--- src/hdl/lts_pkg.sv ---
// Shared types, constants and character-class helpers for the lexical token scanner.
// Used by lts_scanner, lts_drain, lexical_token_scanner_unit and its testbench.
// No dependencies.
package lts_pkg;

    localparam int MAX_TOKEN  = 32;
    localparam int ADDR_W     = $clog2(MAX_TOKEN);
    localparam int LEN_W      = $clog2(MAX_TOKEN + 1);
    localparam int CHAR_W     = 8;
    localparam int NUM_KW     = 8;
    localparam int KWI_W      = 3;
    localparam int KW_MAX_LEN = 5;
    localparam int KW_POS_W   = 3;
    localparam int TDATA_W    = 16;
    localparam int TUSER_W    = 6;

    typedef enum logic [2:0] {
        K_IDENT   = 3'd0,
        K_KEYWORD = 3'd1,
        K_NUMBER  = 3'd2,
        K_DELIM   = 3'd3,
        K_ERROR   = 3'd4
    } kind_t;

    localparam logic [CHAR_W-1:0] CH_SPACE = 8'h20;
    localparam logic [CHAR_W-1:0] CH_NL    = 8'h0A;
    localparam logic [CHAR_W-1:0] CH_TAB   = 8'h09;
    localparam logic [CHAR_W-1:0] CH_EQ    = "=";
    localparam logic [CHAR_W-1:0] CH_SLASH = "/";
    localparam logic [CHAR_W-1:0] CH_STAR  = "*";

    // Keyword spellings, first character at position 0, zero filled
    localparam logic [CHAR_W-1:0] KW_TEXT [NUM_KW][KW_MAX_LEN] = '{
        '{"i", "f", 8'h00, 8'h00, 8'h00},
        '{"e", "l", "s", "e", 8'h00},
        '{"f", "o", "r", 8'h00, 8'h00},
        '{"w", "h", "i", "l", "e"},
        '{"d", "o", 8'h00, 8'h00, 8'h00},
        '{"i", "n", "t", 8'h00, 8'h00},
        '{"r", "e", "a", "d", 8'h00},
        '{"w", "r", "i", "t", "e"}
    };

    localparam logic [LEN_W-1:0] KW_LEN [NUM_KW] = '{
        LEN_W'(2), LEN_W'(4), LEN_W'(3), LEN_W'(5),
        LEN_W'(2), LEN_W'(3), LEN_W'(4), LEN_W'(5)
    };

    // One RAM write request
    typedef struct packed {
        logic              en;
        logic [ADDR_W-1:0] addr;
        logic [CHAR_W-1:0] data;
    } ram_wr_t;

    // Everything one accepted item asks the output side to send
    typedef struct packed {
        logic              flush;
        logic [LEN_W-1:0]  len;
        kind_t             word_kind;
        logic [KWI_W-1:0]  kwi;
        logic              trunc;
        logic              word_es;
        logic [1:0]        ex_cnt;
        logic [CHAR_W-1:0] ex0_char;
        kind_t             ex0_kind;
        logic              ex0_last;
        logic              ex0_es;
        logic [CHAR_W-1:0] ex1_char;
        kind_t             ex1_kind;
        logic              ex1_es;
        logic              defer;
        logic [CHAR_W-1:0] defer_char;
    } emit_req_t;

    function automatic logic is_alpha(input logic [CHAR_W-1:0] c);
        return (c >= "a" && c <= "z") || (c >= "A" && c <= "Z");
    endfunction

    function automatic logic is_digit(input logic [CHAR_W-1:0] c);
        return c >= "0" && c <= "9";
    endfunction

    function automatic logic is_space(input logic [CHAR_W-1:0] c);
        return c == CH_SPACE || c == CH_NL || c == CH_TAB;
    endfunction

    function automatic logic is_single(input logic [CHAR_W-1:0] c);
        logic hit;
        hit = 1'b0;
        case (c) inside
            "+", "-", "*", "(", ")", "{", "}", ";", ",", ":": hit = 1'b1;
            default: hit = 1'b0;
        endcase
        return hit;
    endfunction

    function automatic logic is_double_first(input logic [CHAR_W-1:0] c);
        logic hit;
        hit = 1'b0;
        case (c) inside
            ">", "<", "=", "!": hit = 1'b1;
            default: hit = 1'b0;
        endcase
        return hit;
    endfunction

    // Character of keyword k at position pos, zero past its end
    function automatic logic [CHAR_W-1:0] kw_char(input logic [KWI_W-1:0] k,
                                                  input logic [LEN_W-1:0] pos);
        logic [CHAR_W-1:0] ch;
        ch = '0;
        if (pos < KW_LEN[k]) begin
            ch = KW_TEXT[k][pos[KW_POS_W-1:0]];
        end
        return ch;
    endfunction

endpackage

--- src/hdl/lts_ram.sv ---
// Generic single-port-write, single-port-read RAM with a registered read.
// No dependencies.
module lts_ram #(
    parameter int WIDTH = 8,
    parameter int DEPTH = 32
) (
    input  logic                     aclk,
    input  logic                     wr_en,
    input  logic [$clog2(DEPTH)-1:0] wr_addr,
    input  logic [WIDTH-1:0]         wr_data,
    input  logic                     rd_en,
    input  logic [$clog2(DEPTH)-1:0] rd_addr,
    output logic [WIDTH-1:0]         rd_data
);

    logic [WIDTH-1:0] mem_reg [DEPTH];
    logic [WIDTH-1:0] rd_data_reg;

    // Write and read; read data holds when no read is issued
    always_ff @(posedge aclk) begin
        if (wr_en) begin
            mem_reg[wr_addr] <= wr_data;
        end
        if (rd_en) begin
            rd_data_reg <= mem_reg[rd_addr];
        end
    end

    assign rd_data = rd_data_reg;

endmodule

--- src/hdl/lts_scanner.sv ---
// Scan state machine: classifies each accepted byte, appends token text to the
// token RAM and builds the emit request for lts_drain. Depends on lts_pkg.
module lts_scanner
    import lts_pkg::*;
(
    input  logic              aclk,
    input  logic              aresetn,
    input  logic              accept,
    input  logic [CHAR_W-1:0] char_in,
    input  logic              end_of_input,
    output ram_wr_t           wr,
    output emit_req_t         req
);

    typedef enum logic [6:0] {
        M_IDLE    = 7'b0000001,
        M_IDENT   = 7'b0000010,
        M_NUMBER  = 7'b0000100,
        M_DOUBLE  = 7'b0001000,
        M_SLASH   = 7'b0010000,
        M_COMMENT = 7'b0100000,
        M_CSTAR   = 7'b1000000
    } mode_t;

    mode_t              mode_reg, mode_next;
    logic [LEN_W-1:0]   len_reg, len_next;
    logic               ovf_reg, ovf_next;
    logic [CHAR_W-1:0]  pend_reg, pend_next;
    logic               sticky_reg, sticky_next;
    logic [NUM_KW-1:0]  kwm_reg, kwm_next;

    logic               fall;
    logic               extend;
    logic               start;
    logic               em_valid;
    logic [CHAR_W-1:0]  em_char;
    kind_t              em_kind;
    logic               kw_hit;
    logic [KWI_W-1:0]   kw_idx;

    // Match the buffered word against the keyword list
    always_comb begin
        kw_hit = 1'b0;
        kw_idx = '0;
        for (int k = 0; k < NUM_KW; k++) begin
            if (kwm_reg[k] && KW_LEN[k] == len_reg) begin
                kw_hit = 1'b1;
                kw_idx = KWI_W'(k);
            end
        end
    end

    // Next scan state and emit request for one byte
    always_comb begin
        mode_next   = mode_reg;
        len_next    = len_reg;
        ovf_next    = ovf_reg;
        pend_next   = pend_reg;
        sticky_next = sticky_reg;
        kwm_next    = kwm_reg;
        wr          = '0;
        fall        = 1'b0;
        extend      = 1'b0;
        start       = 1'b0;
        em_valid    = 1'b0;
        em_char     = char_in;
        em_kind     = K_DELIM;

        req            = '0;
        req.len        = len_reg;
        req.trunc      = ovf_reg;
        req.word_es    = sticky_reg;
        req.word_kind  = (mode_reg == M_NUMBER) ? K_NUMBER : K_IDENT;
        req.kwi        = '0;
        req.ex0_kind   = K_DELIM;
        req.ex1_kind   = K_DELIM;
        req.defer_char = char_in;
        if (mode_reg == M_IDENT && !ovf_reg && kw_hit) begin
            req.word_kind = K_KEYWORD;
            req.kwi       = kw_idx;
        end

        if (accept) begin
            if (end_of_input) begin
                // Flush whatever is pending and return to idle
                unique case (mode_reg)
                    M_IDENT, M_NUMBER: req.flush = 1'b1;
                    M_DOUBLE: begin
                        req.ex_cnt   = 2'd1;
                        req.ex0_char = pend_reg;
                        req.ex0_last = 1'b1;
                        req.ex0_es   = sticky_reg;
                    end
                    M_SLASH: begin
                        req.ex_cnt   = 2'd1;
                        req.ex0_char = CH_SLASH;
                        req.ex0_last = 1'b1;
                        req.ex0_es   = sticky_reg;
                    end
                    default: ;
                endcase
                mode_next = M_IDLE;
                len_next  = '0;
                ovf_next  = 1'b0;
            end else begin
                unique case (mode_reg)
                    M_IDENT: begin
                        if (is_alpha(char_in) || is_digit(char_in)) begin
                            extend = 1'b1;
                        end else begin
                            req.flush = 1'b1;
                            fall      = 1'b1;
                        end
                    end
                    M_NUMBER: begin
                        if (is_digit(char_in)) begin
                            extend = 1'b1;
                        end else begin
                            req.flush = 1'b1;
                            fall      = 1'b1;
                        end
                    end
                    M_DOUBLE: begin
                        req.ex_cnt   = 2'd1;
                        req.ex0_char = pend_reg;
                        req.ex0_last = 1'b1;
                        req.ex0_es   = sticky_reg;
                        if (char_in == CH_EQ) begin
                            req.ex_cnt   = 2'd2;
                            req.ex0_last = 1'b0;
                            req.ex1_char = CH_EQ;
                            req.ex1_es   = sticky_reg;
                            mode_next    = M_IDLE;
                        end else begin
                            fall = 1'b1;
                        end
                    end
                    M_SLASH: begin
                        if (char_in == CH_STAR) begin
                            mode_next = M_COMMENT;
                        end else begin
                            req.ex_cnt   = 2'd1;
                            req.ex0_char = CH_SLASH;
                            req.ex0_last = 1'b1;
                            req.ex0_es   = sticky_reg;
                            fall         = 1'b1;
                        end
                    end
                    M_COMMENT: begin
                        if (char_in == CH_STAR) begin
                            mode_next = M_CSTAR;
                        end
                    end
                    M_CSTAR: begin
                        if (char_in == CH_SLASH) begin
                            mode_next = M_IDLE;
                        end else if (char_in != CH_STAR) begin
                            mode_next = M_COMMENT;
                        end
                    end
                    M_IDLE: fall = 1'b1;
                    default: fall = 1'b1;
                endcase
            end
        end

        // Append to the current word, or mark it cut
        if (extend) begin
            if (len_reg < LEN_W'(MAX_TOKEN)) begin
                wr.en    = 1'b1;
                wr.addr  = len_reg[ADDR_W-1:0];
                wr.data  = char_in;
                len_next = len_reg + LEN_W'(1);
                for (int k = 0; k < NUM_KW; k++) begin
                    kwm_next[k] = kwm_reg[k] && (kw_char(KWI_W'(k), len_reg) == char_in);
                end
            end else begin
                ovf_next = 1'b1;
            end
        end

        // Scan the byte as the start of a new token
        if (fall) begin
            mode_next = M_IDLE;
            len_next  = '0;
            ovf_next  = 1'b0;
            if (is_space(char_in)) begin
                mode_next = M_IDLE;
            end else if (is_alpha(char_in)) begin
                start     = 1'b1;
                mode_next = M_IDENT;
                for (int k = 0; k < NUM_KW; k++) begin
                    kwm_next[k] = (kw_char(KWI_W'(k), LEN_W'(0)) == char_in);
                end
            end else if (is_digit(char_in)) begin
                start     = 1'b1;
                mode_next = M_NUMBER;
                kwm_next  = '0;
            end else if (is_single(char_in)) begin
                em_valid = 1'b1;
            end else if (is_double_first(char_in)) begin
                pend_next = char_in;
                mode_next = M_DOUBLE;
            end else if (char_in == CH_SLASH) begin
                mode_next = M_SLASH;
            end else begin
                sticky_next = 1'b1;
                em_valid    = 1'b1;
                em_kind     = K_ERROR;
            end
        end

        // First character of a new token: hold it while a flushed word drains
        if (start) begin
            len_next = LEN_W'(1);
            if (req.flush) begin
                req.defer = 1'b1;
            end else begin
                wr.en   = 1'b1;
                wr.addr = '0;
                wr.data = char_in;
            end
        end

        // Queue a single-character token behind any earlier one
        if (em_valid) begin
            if (req.ex_cnt == 2'd0) begin
                req.ex0_char = em_char;
                req.ex0_kind = em_kind;
                req.ex0_last = 1'b1;
                req.ex0_es   = sticky_next;
            end else begin
                req.ex1_char = em_char;
                req.ex1_kind = em_kind;
                req.ex1_es   = sticky_next;
            end
            req.ex_cnt = req.ex_cnt + 2'd1;
        end
    end

    // Scan state registers
    always_ff @(posedge aclk) begin
        if (!aresetn) begin
            mode_reg   <= M_IDLE;
            len_reg    <= '0;
            ovf_reg    <= 1'b0;
            pend_reg   <= '0;
            sticky_reg <= 1'b0;
            kwm_reg    <= '0;
        end else begin
            mode_reg   <= mode_next;
            len_reg    <= len_next;
            ovf_reg    <= ovf_next;
            pend_reg   <= pend_next;
            sticky_reg <= sticky_next;
            kwm_reg    <= kwm_next;
        end
    end

endmodule

--- src/hdl/lts_drain.sv ---
// Output sequencer: reads a flushed word out of the token RAM one character per
// cycle while the output pipe has room, appends single-character tokens, and
// drives the result channel. Depends on lts_pkg.
module lts_drain
    import lts_pkg::*;
(
    input  logic               aclk,
    input  logic               aresetn,
    input  logic               go,
    input  emit_req_t          req,
    output logic               busy,
    output logic               rd_en,
    output logic [ADDR_W-1:0]  rd_addr,
    input  logic [CHAR_W-1:0]  rd_data,
    output ram_wr_t            wr,
    output logic               m_tvalid,
    input  logic               m_tready,
    output logic [TDATA_W-1:0] m_tdata,   // token_char, truncated, error_seen, zero fill
    output logic [TUSER_W-1:0] m_tuser,   // kind, keyword_index
    output logic               m_tlast
);

    typedef enum logic [4:0] {
        D_IDLE  = 5'b00001,
        D_WORD  = 5'b00010,
        D_EX0   = 5'b00100,
        D_EX1   = 5'b01000,
        D_WRITE = 5'b10000
    } phase_t;

    typedef struct packed {
        kind_t             kind;
        logic [KWI_W-1:0]  kwi;
        logic [CHAR_W-1:0] ch;
        logic              last;
        logic              trunc;
        logic              es;
    } item_t;

    phase_t            phase_reg, phase_next;
    logic [LEN_W-1:0]  idx_reg, idx_next;
    emit_req_t         req_reg;
    logic              s1_valid_reg;
    logic              s1_from_ram_reg;
    item_t             s1_item_reg;
    logic              m_valid_reg;
    item_t             m_item_reg;

    logic              move;
    logic              can_issue;
    logic              issue;
    logic              issue_from_ram;
    item_t             issue_item;
    item_t             s1_resolved;
    logic              word_last;

    assign move      = s1_valid_reg && (!m_valid_reg || m_tready);
    assign can_issue = !s1_valid_reg || move;
    assign busy      = (phase_reg != D_IDLE);
    assign word_last = (idx_reg + LEN_W'(1)) == req_reg.len;

    // Issue one item per cycle while the pipe has room
    always_comb begin
        phase_next     = phase_reg;
        idx_next       = idx_reg;
        issue          = 1'b0;
        issue_from_ram = 1'b0;
        issue_item     = '0;
        rd_en          = 1'b0;
        rd_addr        = idx_reg[ADDR_W-1:0];
        wr             = '0;
        unique case (phase_reg)
            D_IDLE: begin
                if (go) begin
                    idx_next = '0;
                    if (req.flush) begin
                        phase_next = D_WORD;
                    end else if (req.ex_cnt != 2'd0) begin
                        phase_next = D_EX0;
                    end
                end
            end
            D_WORD: begin
                if (can_issue) begin
                    issue            = 1'b1;
                    issue_from_ram   = 1'b1;
                    rd_en            = 1'b1;
                    issue_item.kind  = req_reg.word_kind;
                    issue_item.kwi   = req_reg.kwi;
                    issue_item.last  = word_last;
                    issue_item.trunc = req_reg.trunc;
                    issue_item.es    = req_reg.word_es;
                    idx_next         = idx_reg + LEN_W'(1);
                    if (word_last) begin
                        if (req_reg.ex_cnt != 2'd0) begin
                            phase_next = D_EX0;
                        end else if (req_reg.defer) begin
                            phase_next = D_WRITE;
                        end else begin
                            phase_next = D_IDLE;
                        end
                    end
                end
            end
            D_EX0: begin
                if (can_issue) begin
                    issue           = 1'b1;
                    issue_item.kind = req_reg.ex0_kind;
                    issue_item.ch   = req_reg.ex0_char;
                    issue_item.last = req_reg.ex0_last;
                    issue_item.es   = req_reg.ex0_es;
                    if (req_reg.ex_cnt == 2'd2) begin
                        phase_next = D_EX1;
                    end else if (req_reg.defer) begin
                        phase_next = D_WRITE;
                    end else begin
                        phase_next = D_IDLE;
                    end
                end
            end
            D_EX1: begin
                if (can_issue) begin
                    issue           = 1'b1;
                    issue_item.kind = req_reg.ex1_kind;
                    issue_item.ch   = req_reg.ex1_char;
                    issue_item.last = 1'b1;
                    issue_item.es   = req_reg.ex1_es;
                    phase_next      = req_reg.defer ? D_WRITE : D_IDLE;
                end
            end
            D_WRITE: begin
                // Store the held first character of the next token
                wr.en      = 1'b1;
                wr.addr    = '0;
                wr.data    = req_reg.defer_char;
                phase_next = D_IDLE;
            end
            default: phase_next = D_IDLE;
        endcase
    end

    // Take the character from the RAM for word items
    always_comb begin
        s1_resolved = s1_item_reg;
        if (s1_from_ram_reg) begin
            s1_resolved.ch = rd_data;
        end
    end

    // Sequencer and valid flags
    always_ff @(posedge aclk) begin
        if (!aresetn) begin
            phase_reg    <= D_IDLE;
            idx_reg      <= '0;
            s1_valid_reg <= 1'b0;
            m_valid_reg  <= 1'b0;
        end else begin
            phase_reg <= phase_next;
            idx_reg   <= idx_next;
            if (can_issue) begin
                s1_valid_reg <= issue;
            end
            if (!m_valid_reg || m_tready) begin
                m_valid_reg <= s1_valid_reg;
            end
        end
    end

    // Payload registers
    always_ff @(posedge aclk) begin
        if (go && phase_reg == D_IDLE) begin
            req_reg <= req;
        end
        if (issue) begin
            s1_item_reg     <= issue_item;
            s1_from_ram_reg <= issue_from_ram;
        end
        if (move) begin
            m_item_reg <= s1_resolved;
        end
    end

    assign m_tvalid = m_valid_reg;
    assign m_tdata  = {{(TDATA_W - CHAR_W - 2){1'b0}}, m_item_reg.es, m_item_reg.trunc,
                       m_item_reg.ch};
    assign m_tuser  = {m_item_reg.kwi, m_item_reg.kind};
    assign m_tlast  = m_item_reg.last;

endmodule

--- src/hdl/lexical_token_scanner_unit.sv ---
// Lexical token scanner: byte stream in, tagged token characters out.
// Input s_tdata[7:0] is a source byte; s_tlast marks end of text (byte ignored).
// Output: one item per token character. m_tdata holds token_char [7:0],
// truncated [8], error_seen [9]; m_tuser holds kind [2:0], keyword_index [5:3];
// m_tlast is set on the final character of each token.
// Bytes that finish no token are taken every cycle. A byte that finishes
// tokens holds s_tready low while their characters are issued, and while the
// first character of a new word that starts directly after the flushed one
// is written to the token RAM; the single read port of the token RAM sets this.
// The first result passes the drain phase, s1 and output registers before m_tvalid.
// Results queue in a two-stage output pipe; when m_tready is low the pipe
// fills, the drain stops issuing and s_tready stays low until the rest of
// the current token has entered the pipe.
// Reset (aresetn low, synchronous) clears scan state, the sticky error flag
// and the output pipe; the token RAM needs no clearing.
// Depends on lts_pkg, lts_ram, lts_scanner and lts_drain.
module lexical_token_scanner_unit
    import lts_pkg::*;
(
    input  logic               aclk,
    input  logic               aresetn,
    input  logic               s_tvalid,
    output logic               s_tready,
    input  logic [7:0]         s_tdata,   // char_in
    input  logic               s_tlast,   // end_of_input
    output logic               m_tvalid,
    input  logic               m_tready,
    output logic [TDATA_W-1:0] m_tdata,   // token_char, truncated, error_seen, zero fill
    output logic [TUSER_W-1:0] m_tuser,   // kind, keyword_index
    output logic               m_tlast
);

    logic              accept;
    logic              drain_busy;
    ram_wr_t           scan_wr;
    ram_wr_t           drain_wr;
    ram_wr_t           ram_wr;
    emit_req_t         req;
    logic              ram_rd_en;
    logic [ADDR_W-1:0] ram_rd_addr;
    logic [CHAR_W-1:0] ram_rd_data;

    // Take a byte only when no earlier token is still being read out
    assign s_tready = !drain_busy;
    assign accept   = s_tvalid && s_tready;

    // Scanner writes only on accept, drain only while busy
    assign ram_wr = scan_wr.en ? scan_wr : drain_wr;

    lts_scanner u_scanner (
        .aclk         (aclk),
        .aresetn      (aresetn),
        .accept       (accept),
        .char_in      (s_tdata),
        .end_of_input (s_tlast),
        .wr           (scan_wr),
        .req          (req)
    );

    lts_ram #(
        .WIDTH (CHAR_W),
        .DEPTH (MAX_TOKEN)
    ) u_token_ram (
        .aclk    (aclk),
        .wr_en   (ram_wr.en),
        .wr_addr (ram_wr.addr),
        .wr_data (ram_wr.data),
        .rd_en   (ram_rd_en),
        .rd_addr (ram_rd_addr),
        .rd_data (ram_rd_data)
    );

    lts_drain u_drain (
        .aclk     (aclk),
        .aresetn  (aresetn),
        .go       (accept),
        .req      (req),
        .busy     (drain_busy),
        .rd_en    (ram_rd_en),
        .rd_addr  (ram_rd_addr),
        .rd_data  (ram_rd_data),
        .wr       (drain_wr),
        .m_tvalid (m_tvalid),
        .m_tready (m_tready),
        .m_tdata  (m_tdata),
        .m_tuser  (m_tuser),
        .m_tlast  (m_tlast)
    );

`ifndef SYNTHESIS
    // A token read never collides with a write to the same entry
    a_no_rw_collide: assert property (@(posedge aclk) disable iff (!aresetn)
        (ram_wr.en && ram_rd_en) |-> (ram_wr.addr != ram_rd_addr))
        else $error("token RAM read and write hit the same entry");

    // Scanner and drain never write the RAM in the same cycle
    a_one_writer: assert property (@(posedge aclk) disable iff (!aresetn)
        !(scan_wr.en && drain_wr.en))
        else $error("token RAM written from both sides");

    // Only identifiers and numbers are ever cut
    a_trunc_kind: assert property (@(posedge aclk) disable iff (!aresetn)
        (m_tvalid && m_tdata[CHAR_W]) |->
            (m_tuser[2:0] == K_IDENT || m_tuser[2:0] == K_NUMBER))
        else $error("truncated flag on a token that cannot be cut");
`endif

endmodule

--- config.mk ---
export PLATFORM = sky130hd
export DESIGN_NAME = lexical_token_scanner_unit
export DESIGN_NICKNAME = d
export VERILOG_FILES = /design/src/hdl/lts_pkg.sv /design/src/hdl/lts_ram.sv /design/src/hdl/lts_scanner.sv /design/src/hdl/lts_drain.sv /design/src/hdl/lexical_token_scanner_unit.sv
export SDC_FILE = /design/constraint.sdc
export NUM_CORES = 1
export LEC_CHECK = 0
export BUFFER_PORTS_ARGS = -buffer_cell sky130_fd_sc_hd__buf_2
export CAP_MARGIN = 20
export CORE_AREA = 2 2 210 212
export DETAILED_ROUTE_END_ITERATION = 12
export DIE_AREA = 0 0 212 214
export SYNTH_ARGS = -nofsm -noshare
export SYNTH_HDL_FRONTEND = slang
export SYNTH_SLANG_ARGS = --single-unit
--- constraint.sdc ---
create_clock -name aclk -period 3.55 [get_ports aclk]
set_input_delay 0.1775 -clock aclk [delete_from_list [all_inputs] [get_ports aclk]]
set_output_delay 0.1775 -clock aclk [all_outputs]
set_load 0.02 [all_outputs]
Word-level counts from Yosys, hierarchy flattened:

Memory sizes are Yosys's and may differ from the RTL's. A register that Yosys moved wholly into a read port is not among the register bits.
Index checks and enable logic that the tools add are counted.

* bitwise logic cells: 7
* reduce and logical (&&, ||, !) cells: 55
* equal/unequal tests: 61
* magnitude comparators: 12
* mux-type cells: 216
* $add $sub $neg: 3

Operator list (number)
* $mux 8: 66
* $eq 8x6->1 const B: 14
* $eq 8x8->1: 14
* $mux 7: 13
* $mux 14: 6
* $mux 1: 68
* $mux 5: 11
* $mux 6: 9
* $mux 3: 16
* $mux 10: 3
* $pmux 7 s4: 1
* $mux 27: 1
* $mux 9: 3
* $logic_and 1x1->1: 24
* $pmux 10 s2: 1
* $pmux 5 s4: 1
* $pmux 9 s2: 1
* $reduce_and 6->1: 3
* $eq 8x4->1 const B: 2
* $eq 8x7->1 const B: 2
* $ge 8x7->1 const B: 2
* $le 8x7->1 const B: 2
* $pmux 8 s2: 1
* $mux 13: 1
* 50 further kinds: 89

* memory bits (read-only): 512
* bits in writable memories: 256
* register bits after elaboration: 129
* memories: 9
* output and inout port bits: 25

Memories
* u_token_ram.mem_reg: words 32, width 8, read ports 1, clocked after memory_dff 1, write ports 1, line lts_ram.sv:16 `logic [WIDTH-1:0] mem_reg [DEPTH];`
* (name not given): words 8, width 8, read ports 1, clocked after memory_dff 0, write ports 0, line lts_pkg.sv:114 `ch = KW_TEXT[k][pos[KW_POS_W-1:0]];`
* (name not given): words 8, width 8, read ports 1, clocked after memory_dff 0, write ports 0, line lts_pkg.sv:114
* (name not given): words 8, width 8, read ports 1, clocked after memory_dff 0, write ports 0, line lts_pkg.sv:114
* (name not given): words 8, width 8, read ports 1, clocked after memory_dff 0, write ports 0, line lts_pkg.sv:114
* (name not given): words 8, width 8, read ports 1, clocked after memory_dff 0, write ports 0, line lts_pkg.sv:114
* 3 more memories

Logic depth before layout (Yosys ltp):

* word-level depth: 27
* gate-level depth with buffers: 12
* gate-level depth less buffers: 11

Modules after synthesis:

A second synthesis with hierarchy kept.

* cells, all modules: 1194
* area total of the unflattened synthesis: 17651.9 um^2

By module, submodules not included
* lts_ram: cells each 417, times used 1, area an instance 10133.5 um^2
* lts_drain: cells each 278, times used 1, area an instance 4026.4 um^2
* lts_scanner: cells each 482, times used 1, area an instance 3318.2 um^2
* lexical_token_scanner_unit: cells each 17, times used 1, area an instance 173.9 um^2

Least setup slack after synthesis:

Ideal clock, no wire load.

* kind: register to register
* start: register u_drain.phase_reg[1]
* end: memory u_token_ram.mem_reg[3][0], enable pin
* setup time: 0.373 ns
* arrival: 3.235 ns
* setup slack: -0.058 ns
* stages on the path, launching flop included: 9
* path through: dfxtp_1 > and3b_1 > nand2_1 > clkbuf_1 > clkinv_1 > and3_1 > o22a_1 > o21ai_1 > nor2b_1

* longest elaborated chain between the ends: 10

RTL lines
* start, declared: line lts_drain.sv:40 `phase_t phase_reg, phase_next;`
* start signal, assigned: line lts_drain.sv:158 `phase_reg <= phase_next;`
* $ne 5x1->1: line lts_drain.sv:59 `assign busy = (phase_reg != D_IDLE);`
* $logic_not 1->1: line lexical_token_scanner_unit.sv:44 `assign s_tready = !drain_busy;`
* $logic_and 1x1->1: line lexical_token_scanner_unit.sv:45 `assign accept = s_tvalid && s_tready;`
* $mux 1: line lts_scanner.sv:83 `if (accept) begin`
* $mux 14: line lts_scanner.sv:168 `if (extend) begin`
* $mux 14: line lts_scanner.sv:216 `if (req.flush) begin`
* $mux 14: line lts_scanner.sv:214 `if (start) begin`
* $mux 14 (*): line lexical_token_scanner_unit.sv:48 `assign ram_wr = scan_wr.en ? scan_wr : drain_wr;`
* $mux 1: line lts_ram.sv:21 `if (wr_en) begin`
* $mux 1 (not written as such): line lts_ram.sv:22 `mem_reg[wr_addr] <= wr_data;`
* end, declared: line lts_ram.sv:16

Every way passes the cells marked *; elsewhere a longest branch is shown, timed or not.

Worst setup path in the final report:

* start: register u_scanner.mode_reg[4]
* end: register u_drain.phase_reg[4]

* longest elaborated chain between the ends: 10

RTL lines
* start, declared: line lts_scanner.sv:25 `mode_t mode_reg, mode_next;`
* start signal, assigned: line lts_scanner.sv:251 `mode_reg <= mode_next;`
* $eq 7x6->1 or $eq 7x7->1 (tied branches): line lts_scanner.sv:106 `unique case (mode_reg)`
* $reduce_or 2->1 (no line)
* $pmux 1 s5: line lts_scanner.sv:106
* $mux 1: line lts_scanner.sv:84 `if (end_of_input) begin`
* $mux 1: line lts_scanner.sv:83
* $mux 1: line lts_scanner.sv:183 `if (fall) begin`
* $mux 27: line lts_scanner.sv:226 `if (em_valid) begin`
* $reduce_bool 2->1: line lts_drain.sv:78 `end else if (req.ex_cnt != 2'd0) begin`
* $ne 3x1->1 (no line)
* $reduce_and 6->1 (no line)

Parallel ways exist; a longest one is shown, timed or not. The select of a mux whose other input is x is not followed.
A chain may end at the register's enable or synchronous reset.

==> metrics.md <==
| Metric | Value |
|---|---|
| Num ports | 38 |
| Share of cells above drive strength 1 | 23.37% |
| Clock root buffer master | clkbuf_16 |
| Nets | 1,237 |
| Net Sw Power | 2.342 mW |
| Beginning of the worst hold path | s_tdata[5] |
| Gpl congestion | 0.8842 |
| RSZ-0062 raised after global routing | false |
| Clk network pwr share | 41.5% |
| Startpoint types | register |
| Global-route wire length before repair | 60,490 um |
| CTS tree | built |
| Rel. slew slack | 45.42% |
| Number of flip-flops in the largest register | 256 |
| Synth async-reset ratio | 0% |
| Library cells used by synthesis | 87 |
| # setup viols final | 0 |
| Routed wire length | 39,250 um |
| Main synth FF type | edfxtp_1 |
| Int Pwr | 7.997 mW |
| Synthesis Warnings | 0 |
| Core ar. | 0.04289 mm2 |
| Initial antenna violation count | 0 |
| Clock Skew | 0.02061 ns |
| Met1 wire length | 18,180 um |
| Top sig layer | met4 |
| Width of the die | 212 um |
| CP startpoint | u_scanner.mode_reg[4] |
| Clock transition at path regs | 0.07 ns |
| WHS | 0.02207 ns |
| Critical Path Fanout Max | 9 |
| Net Sw Frac | 22.65% |
| Hold Path Class | primary input to register |
| Max-slew violations | 0 |
| CTS sink count | 390 |
| HPWL after DPL | 25,290 um |
| Rows | 76 |
| TritonCTS Buffers | 41 |
| Critical Path AT | 3.63 ns |
| P_leak | 6.653 nW |
| Hold Fails Final Rpt | 0 |
| Worst Tran Pin Value | 0.8188 ns |
| Seq pwr share | 51.6% |
| Non-filler cells, final | 1,830 |
| Overall Global Routing Usage | 17.55% |
| Combinational power share | 6.9% |
| Number of synthesized register bits | 390 |
| Critical path class | register to register |
| Bufs on Longest Clock Path | 3 |
| Die ar. | 0.04537 mm2 |
| FF-to-FF Start | u_scanner.mode_reg[4] |
| Area Overhead vs Synth | 14.51% |
| Clock latency on the worst-skew pair | 0.55 ns |
| Pre-Repair DR Iteration Count | 5 |
| Mean Syn Cell Area | 15.03 um2 |
| Post-synthesis cell area | 0.01713 mm2 |
| Maxcap violations | 0 |
| Port bufs | 31 |
| Worst flop-to-flop path endpoint | u_drain.phase_reg[4] |
| Dpl cell area | 0.01823 mm2 |
| Met2 wire len | 18,010 um |
| Most frequent cells in the layout | 346 x edfxtp_1, 88 x nor2_1, 80 x mux4_2 |
| Met3 WL | 1908 um |
| Cells after Synth | 1,140 |
| Via count | 9,979 |
| End of the critical path | u_drain.phase_reg[4] |
| Vias per cell | 5.453 |
| Antenna-violating nets left | 0 |
| Iter 0 DRT Violations | 845 |
| DRC viols | 0 |
| Total congestion overflow | 0 |
| Reg2reg setup slack | 0.37 ns |
| Period utilisation layout | 89.63% |
| Number of enable flip-flop cells after synthesis | 346 |
| CP endpoint kind | register |
| Depth of the CTS H-tree | 2 |
| Status | complete, no violations |
| Seq/Total Area, Yosys | 65.78% |
| Most common cell after layout, fill and taps aside | edfxtp_1 |
| Initial core utilization | 39.95% |
| Fin crit period | 3.182 ns |
| Largest net degree at the start of global routing | 65 |
| Worst reg2reg path depth | 11 |
| Die Y-Extent | 214 um |
| Antenna Diode Count | 0 |
| WP data required | 4.00 ns |
| Worst VDD drop | 0.3685 mV |
| Avg WL per Cell | 21.45 um |
| Total Negative Setup Slacks | 0 ns |
| Placed insts | 1,753 |
| Pwr Density | 526.9 mW/mm2 |
| Post-route cell area | 0.01962 mm2 |
| Max Fclk | 314.3 MHz |
| Vias in the first global route | 9,962 |
per-stage QoR:
| step | setup WS (ns) | utilization (%) | total power [mW] |
|---|---|---|---|
| final | 0.3681 | 45.75 | 10.34 |
| after global routing | 0.08334 | 45.75 | 10.71 |
| after CTS | 0.3081 | 45.73 | 10.44 |
| after detailed placement | 0.3362 | 42.50 | 6.136 |
| after global placement | 0.3834 | 42.50 | 6.121 |
| after floorplan | 0.5611 | - | 5.890 |
worst min-delay path by stage:
stage,to,slack [ns],cells past startpoint
6_report,u_drain.req_reg[5],0.02,1
5_1_grt,u_drain.req_reg[5],0.02,1
4_1_cts,u_drain.req_reg[4],0.0003,1
3_5_place_dp,u_drain.m_tlast,0.41,0
3_3_place_gp,u_drain.m_tuser[2],0.41,0
2_1_floorplan,u_drain.req_reg[0],0.28,0
area by class of cell:
class | count | area (um2)
well taps | 585 | 732.0
multi-input cells | 663 | 5472
clock buffers | 46 | 1066
inverters | 17 | 65.06
clock inverters | 27 | 289.0
flip-flops and latches | 390 | 11280
fillers | 3765 | 23270
repair buffers | 102 | 720.7
cells by family after synthesis:
logic type	share of synthesized area, %
simple gates	10.63
buf+inv	2.395
mux	12.23
fa+ha+maj	0.6572
compound gates	7.113
flops	65.78
xor+xnor	1.176
other cells	0.02189
critical path, stage by stage (launching register included):
cell and delay (ns):
dfxtp_1 0.41, nor4_4 0.34, nand3_1 0.17, or4b_1 0.56, nor3_1 0.22, inv_1 0.18, ha_1 0.34, nor2_1 0.05
and4_1 0.22, a21oi_1 0.19, nand2_1 0.08, nor4_1 0.33
synth_stat cells, types with 6 or more instances:
| library cell | instances | share of area, % |
|---|---|---|
| buf_4 | 6 | 0.26 |
| a21boi_1 | 7 | 0.31 |
| mux4_2 | 80 | 11 |
| xnor2_1 | 12 | 0.61 |
| nor2b_1 | 22 | 0.80 |
| ha_1 | 9 | 0.66 |
| dfxtp_1 | 44 | 5.1 |
| nand2_1 | 74 | 1.6 |
| a22oi_1 | 19 | 0.83 |
| clkbuf_1 | 43 | 0.94 |
| nand3b_1 | 8 | 0.35 |
| a22o_1 | 8 | 0.41 |
| nand3_1 | 45 | 1.3 |
| inv_1 | 15 | 0.33 |
| a21oi_1 | 34 | 0.99 |
| mux2i_1 | 8 | 0.47 |
| and3_1 | 12 | 0.44 |
| o21ai_0 | 41 | 1.2 |
| buf_2 | 16 | 0.47 |
| mux2_2 | 19 | 1.2 |
| and2_1 | 12 | 0.44 |
| xor2_1 | 11 | 0.56 |
| nor2_1 | 88 | 1.9 |
| or3_1 | 6 | 0.22 |
| nand2b_1 | 6 | 0.22 |
| buf_1 | 7 | 0.15 |
| nor3_1 | 16 | 0.47 |
| edfxtp_1 | 346 | 61 |
metal layers:
layer  GRT usage (%)  vias to the layer above
met5               0                        -
met4           6.221                        0
met3           2.742                       64
met2           26.50                      259
met1           25.78                     5073
li1                -                     4583
what timing repair did:
| action | 4_1_cts | 5_1_grt |
|---|---|---|
| gates resized for setup | 0 | 0 |
| setup buffers | 0 | 1 |
| endpoints found under the hold margin | 3 | 0 |
| endpoints found under the setup margin | 0 | 2 |
| hold buffers | 3 | 0 |
power groups by stage:
stage	Sequential (mW)	Clock [mW]	Combinational, mW
3_5_place_dp	5.43	0	0.706
6_report	5.33	4.29	0.716
5_1_grt	5.35	4.57	0.787
2_1_floorplan	5.39	0	0.497
3_3_place_gp	5.42	0	0.699
4_1_cts	5.33	4.39	0.713
Power figures use the tool's default switching activity.
